==> src/rtl/kmw_pkg.sv <==
// ----------------------------------------------------------------------------
// kmw_pkg: shared types and constants for the weighted Kaplan-Meier block
// Field widths, the queue item layout, the back-end state encoding and the
// saturating accumulator add used by the tables and the total.
// ----------------------------------------------------------------------------
package kmw_pkg;

    localparam int BIN_W  = 6;   // time bin fields
    localparam int W_W    = 24;  // subject weight, unsigned Q8.16
    localparam int ACC_W  = 40;  // accumulators, unsigned Q24.16
    localparam int SURV_W = 17;  // survival, unsigned Q1.16
    localparam int AR_W   = ACC_W + 8; // signed at-risk weight, room for 64 subtractions

    localparam int QDEPTH = 4;
    localparam int QPTR_W = 2;
    localparam int QCNT_W = 3;

    localparam logic [ACC_W-1:0]  ACC_MAX = {ACC_W{1'b1}};
    localparam logic [SURV_W-1:0] ONE_Q16 = 17'h10000;

    typedef struct packed {
        logic [BIN_W-1:0] bin;
        logic             ev;
        logic [W_W-1:0]   w;
        logic             last;
        logic             keep;   // bin lies within the active range
    } kmw_item_t;

    typedef struct packed {
        logic              start;
        logic [SURV_W-1:0] surv;
        logic [ACC_W-1:0]  n;
        logic [ACC_W-1:0]  d;
    } kmw_div_req_t;

    typedef struct packed {
        logic              done;
        logic [SURV_W-1:0] quot;
    } kmw_div_rsp_t;

    typedef enum logic [2:0] {
        ST_IDLE,
        ST_ACC,
        ST_W0_RD,
        ST_W0_CALC,
        ST_RD,
        ST_CALC,
        ST_DIV,
        ST_EMIT
    } kmw_state_t;

    function automatic logic [ACC_W-1:0] sat_add(input logic [ACC_W-1:0] a,
                                                 input logic [W_W-1:0]   b);
        logic [ACC_W:0] s;
        s = {1'b0, a} + {{(ACC_W + 1 - W_W){1'b0}}, b};
        return s[ACC_W] ? ACC_MAX : s[ACC_W-1:0];
    endfunction

endpackage

==> src/rtl/kmw_front.sv <==
// ----------------------------------------------------------------------------
// kmw_front: subject intake
// Accepts subjects, marks whether each one's bin lies within the active range, and
// holds them in a short queue for the back end.
// ----------------------------------------------------------------------------
module kmw_front
    import kmw_pkg::*;
(
    input  logic             aclk,
    input  logic             aresetn,
    input  logic             s_valid,
    output logic             s_ready,
    input  logic [BIN_W-1:0] s_time_bin,
    input  logic             s_is_event,
    input  logic [W_W-1:0]   s_weight,
    input  logic             s_batch_last,
    input  logic [BIN_W-1:0] nt_eff,
    output logic             q_valid,
    output kmw_item_t        q_item,
    input  logic             q_pop
);

    kmw_item_t           q_mem_reg [QDEPTH];
    kmw_item_t           item_in;
    logic [QPTR_W-1:0]   wr_ptr_reg, wr_ptr_next;
    logic [QPTR_W-1:0]   rd_ptr_reg, rd_ptr_next;
    logic [QCNT_W-1:0]   cnt_reg, cnt_next;
    logic                push, pop;

    always_comb begin
        item_in.bin  = s_time_bin;
        item_in.ev   = s_is_event;
        item_in.w    = s_weight;
        item_in.last = s_batch_last;
        item_in.keep = (s_time_bin <= nt_eff);
    end

    assign s_ready = (cnt_reg != QCNT_W'(QDEPTH));
    assign q_valid = (cnt_reg != '0);
    assign q_item  = q_mem_reg[rd_ptr_reg];
    assign push    = s_valid && s_ready;
    assign pop     = q_pop && q_valid;

    always_comb begin
        wr_ptr_next = push ? wr_ptr_reg + 1'b1 : wr_ptr_reg;
        rd_ptr_next = pop ? rd_ptr_reg + 1'b1 : rd_ptr_reg;
        unique case ({push, pop})
            2'b10:   cnt_next = cnt_reg + 1'b1;
            2'b01:   cnt_next = cnt_reg - 1'b1;
            default: cnt_next = cnt_reg;
        endcase
    end

    always_ff @(posedge aclk) begin
        if (!aresetn) begin
            wr_ptr_reg <= '0;
            rd_ptr_reg <= '0;
            cnt_reg    <= '0;
        end else begin
            wr_ptr_reg <= wr_ptr_next;
            rd_ptr_reg <= rd_ptr_next;
            cnt_reg    <= cnt_next;
        end
    end

    always_ff @(posedge aclk) begin
        if (push) begin
            q_mem_reg[wr_ptr_reg] <= item_in;
        end
    end

endmodule

==> config.mk <==
export PLATFORM = sky130hd
export DESIGN_NAME = kmw_front
export DESIGN_NICKNAME = d
export VERILOG_FILES = /design/src/rtl/kmw_pkg.sv /design/src/rtl/kmw_front.sv
export SDC_FILE = /design/constraint.sdc
export NUM_CORES = 1
export LEC_CHECK = 0
export ABC_AREA = 1
export BUFFER_PORTS_ARGS = -buffer_cell sky130_fd_sc_hd__buf_2
export CORE_ASPECT_RATIO = 1.75
export CORE_MARGIN = 1
export CORE_UTILIZATION = 35
export DETAILED_ROUTE_END_ITERATION = 7
export GPL_TIMING_DRIVEN = 0
export PLACE_DENSITY = 0.66
export SETUP_SLACK_MARGIN = 0.15
export SYNTH_ARGS = -nofsm -noshare
export SYNTH_HDL_FRONTEND = slang
export SYNTH_SLANG_ARGS = --single-unit
==> constraint.sdc <==
create_clock -name aclk -period 2.4 [get_ports aclk]
set_input_delay 0.24 -clock aclk [delete_from_list [all_inputs] [get_ports aclk]]
set_output_delay 0.24 -clock aclk [all_outputs]
set_load 0.01 [all_outputs]
# Yosys cells after proc, flatten, opt, wreduce, memory -nomap -nowiden

Memories as Yosys holds them, arrays and structs flattened. A register that Yosys moved wholly into a read port is not among the register bits.
Index checks and enable logic that the tools add are counted.

Register bits: 7
Input bits: 42
Memory bits (writable): 132
Output and inout bits: 35
Bits in read-only memories: 0
Memories kept: 1
Logic and storage cells: 21
Latch bits: 0

Eq/ne operators: 3
Shift-type cells: 0
Mux-type cells: 5
Reductions and logical operators: 4
$mul: 0
Div/mod/pow operators: 0
Bitwise operators: 0
Magnitude comparators: 1
Add/subtract/negate cells: 4

Memory list:

| name      | words | width | rd ports | clocked after memory_dff | wr ports | line            | source |
|---|---|---|---|---|---|---|---|
| q_mem_reg | 4     | 33    | 1        | 1                        | 1        | kmw_front.sv:23 | `kmw_item_t q_mem_reg [QDEPTH];` |

Operators by type and width:

| cell                  | number |
|---|---|
| $le A6 B6 Y1          | 1 |
| $pmux W3 S2           | 1 |
| $add A2 B1 Y2 const B | 2 |
| $mux W2               | 2 |
| $add A3 B1 Y3 const B | 1 |
| $ne A3 B3 Y1 const B  | 1 |
| $reduce_bool A3 Y1    | 1 |
| $sub A3 B1 Y3 const B | 1 |
| $eq A2 B1 Y1 const B  | 1 |
| $eq A2 B2 Y1 const B  | 1 |
| $logic_and A1 B1 Y1   | 2 |
| $mux W1               | 2 |
| $reduce_bool A2 Y1    | 1 |

# Logic depth before layout (Yosys ltp)

Depth after elaboration: 4
Mapped depth: 13
Depth with buffers taken out: 13

# Worst setup path after synthesis

No wires, ideal clock.

Path type: reg2reg
Start: register cnt_reg[0]
End: memory q_mem_reg[2][0] (netlist bit) (enable)
Path buffers: 0
Library setup time: 0.423 ns
Arrival: 2.027 ns
Stages on the path, launching flop included: 5
Required time: 1.977 ns
Period minus slack after synthesis: 2.450 ns
Path slack: -0.050 ns
Path through: dfxtp_1 nor2_2 nand2_2 nand2_4 nor2_1

Cells in the longest elaborated chain, start to end: 4

Ends and longest elaborated chain:

| item                          | line            | source |
|---|---|---|
| from (decl)                   | kmw_front.sv:27 | `logic [QCNT_W-1:0] cnt_reg, cnt_next;` |
| from (signal assigned)        | kmw_front.sv:62 | `cnt_reg <= cnt_next;` |
| $ne A3 B3 Y1                  | kmw_front.sv:38 | `assign s_ready = (cnt_reg != QCNT_W'(QDEPTH));` |
| named net s_ready             | kmw_front.sv:12 | `output logic s_ready,` |
| $logic_and A1 B1 Y1           | kmw_front.sv:41 | `assign push = s_valid && s_ready;` |
| $mux W1                       | kmw_front.sv:67 | `if (push) begin` |
| $mux W1 (not written as such) | kmw_front.sv:68 | `q_mem_reg[wr_ptr_reg] <= item_in;` |
| to (decl)                     | kmw_front.sv:23 |  |

The timed path passes the listed nets, and every way through them passes these cells.

==> impl_metrics.yaml <==
sta:
  fin_skew_ns: 0.008851
  whs_ns: 0.01067
  slew_viol_final: 0
  post-route-period-util_pct: 85.08
  tightest_slew_ns: 0.7097
  fmax_ghz: 0.4897
  maxSlewHeadroom_pct: 52.57
  hold_viol: 0
  rsz0062_at_grt: "no"
  fin_crit_ns: 2.042
  setup_viol: 0
global_route:
  antenna_found_initial: 0
  grt.overflow.total: 0
  grt_pass1_wl_um: 19920
  grt_pass1_vias: 3869
  grt_usage_pct: 15.77
  grt_max_degree: 20
detailed_routing:
  routed_wl_um: 12540
  ant_nets: 0
  num_vias: 3685
  drc: 0
  vias_per_cell: 5.076
  wl_per_cell_um: 17.28
  firstDrtPassIters: 5
  drt_iter0_markers: 169
synthesis:
  syn_inst: 412
  mappedNetlistNets: 466
  yosys_warnings: 0
  synth.largest_area_cell: "edfxtp_1"
  netlist.area_leader.share_pct: 71.30
  yosys.cell_types.count: 23
  seq_area_frac_synth_pct: 74.54
  syn_area_um2: 5559
  yosys_register_bits: 141
  synth.area.top_cells: "edfxtp_1 71%, nor2_1 5.1%, o22ai_1 3.7%"
  avgSynthCellArea_um2: 13.49
pwr:
  switching_share_pct: 28.64
  power.switching_mw: 2.186
  pwr-share-seq_pct: 39.5
  peakVddDrop_v: 0.0003644
  p_int_mw: 5.446
  comb_power_share_pct: 23.7
  p_clk_share_pct: 36.8
  power_density_nw_per_um2: 1070
  p_leak_nw: 2.672
place:
  dp_hpwl_um: 8338
  dpl.cell_count: 678
  place.port_buffers: 76
  gp_congestion: 0.7252
layout:
  fillers: 1364
  drive_above_1_share_pct: 25.56
  layout.cells.non_filler: 726
  largest_register_ffs: 132
  syn_to_final_growth_pct: 28.27
  nets: 589
  diodes: 0
  fin_util_pct: 46.11
cts:
  cts_tree: "yes"
  clock_latency_ns: 0.45
  clk_path_buf_depth: 3
  cts_hold_buffers: 15
  post_cts_buffers: 0
  cts_inserted_buffers: 25
  cts-root-buf: "clkbuf_16"
  cts_resized: 0
  clkSlewWorstSetupHoldPaths_ns: 0.05
  clock-sinks: 141
  htreeDepth: 4
worst_setup_path:
  path_max_fanout: 10
  arrival_ns: 1.80
  cp.required_ns: 2.16
  end_kind: "primary output"
  setup.worst_path.start_class: "flop"
  rr_startpoint: "cnt_reg[0]"
  crit_type: "reg -> out"
floorplanning:
  die_h_um: 168.7
  die_x_um: 97.27
  fp.coreArea_um2: 15460
  pin_count: 77
  die_area_um2: 16410
  num_rows: 60
  initial_core_util_pct: 35.95
outcome:
  status: "completed"
run:
  cap_violations: 0
worst_hold_path:
  min-delay-start: "s_weight[7]"
  min_path_type: "in -> reg"
## final timing paths
path | to | slack [ns] | cells after the start
hold / removal | q_mem_reg[1][9] | 0.01 | 1
hold reg to reg | wr_ptr_reg[0] | 0.51 | 2
setup / recovery | q_item[11] | 0.36 | 5
setup reg to reg | cnt_reg[2] | 0.54 | 12
## cell usage after synthesis
master / instances
buf_6: 7
o21ai_0: 26
nand3_1: 7
o21ai_2: 1
nand2_4: 1
a21oi_1: 6
clkbuf_2: 2
o22ai_1: 33
edfxtp_1: 132
clkbuf_1: 1
o21ai_1: 41
nor2_1: 76
nor2_2: 1
nand2_1: 17
dfxtp_1: 9
fa_1: 1
o21bai_1: 2
buf_2: 7
ha_1: 11
buf_4: 3
nand2_2: 2
inv_2: 2
inv_1: 24
## worst max-delay path, stage by stage, from the launching register on
cell and delay, ns:
dfxtp_1 0.34, inv_2 0.08, clkbuf_1 0.41, o21ai_0 0.18, o22ai_1 0.17, buf_2 0.17
## per-layer routing
layer | GRT usage [%] | wire length (um) | vias to the layer above
met5 | 0 | 0 | -
met1 | 15.59 | 4525 | 1799
li1 | - | - | 1747
met4 | 8.312 | 350 | 0
met2 | 29.94 | 7086 | 114
met3 | 3.840 | 581 | 25
## cell usage in the layout, fill, tap and decap left out, types with 4 or more instances in the layout
master | Yosys | layout
nand3_1 | 7 | 7
a21oi_1 | 6 | 6
nor2_1 | 76 | 72
edfxtp_1 | 132 | 132
buf_2 | 7 | 83
clkbuf_16 | 0 | 25
dfxtp_1 | 9 | 9
dlygate4sd3_1 | 0 | 16
buf_16 | 0 | 4
o21ai_1 | 41 | 41
ha_1 | 11 | 11
inv_1 | 24 | 24
buf_6 | 7 | 7
o21ai_0 | 26 | 26
o22ai_1 | 33 | 33
nand2_1 | 17 | 17
nor2_4 | 0 | 4
## layout make-up
class | instances | area (um2) | area share [%]
Tap cell | 186 | 232.7 | 3.264
Timing Repair Buffer | 96 | 650.6 | 9.124
Sequential cell | 141 | 4144 | 58.12
Buffer | 20 | 150.1 | 2.106
Inverter | 26 | 97.59 | 1.369
Clock inverter | 5 | 25.02 | 0.3509
Multi-Input combinational cell | 225 | 1197 | 16.79
Clock buffer | 27 | 633.1 | 8.879
## power by group through the flow
stage	registers, mW	clock network (mW)	logic, mW
floorplan	3.05	0	1.06
global placement	3.07	0	1.70
detailed placement	3.06	0	1.81
CTS	3.02	2.86	1.83
global route	3.03	2.96	2.02
finish	3.02	2.81	1.81
## through the flow
step,setup WS (ns),cell area (um2),total power [mW],setup TNS [ns]
after floorplan,-0.04981,5559,4.107,-6.575
after global routing,0.2115,7131,8.005,0
final,0.3581,7131,7.632,0
after CTS,0.3543,7121,7.709,0
after detailed placement,0.5383,6312,4.869,0
after global placement,-1.156,6172,4.765,-149.12
## cell families after synthesis
| kind of cell | synth area share [%] |
|---|---|
| AO/OA/AOI/OAI | 10.71 |
| buffers and inverters | 4.456 |
| flip-flops | 74.54 |
| AND/OR/NAND/NOR | 7.450 |
| adder cells (fa/ha/maj) | 2.836 |
Power figures use the tool's default switching activity.
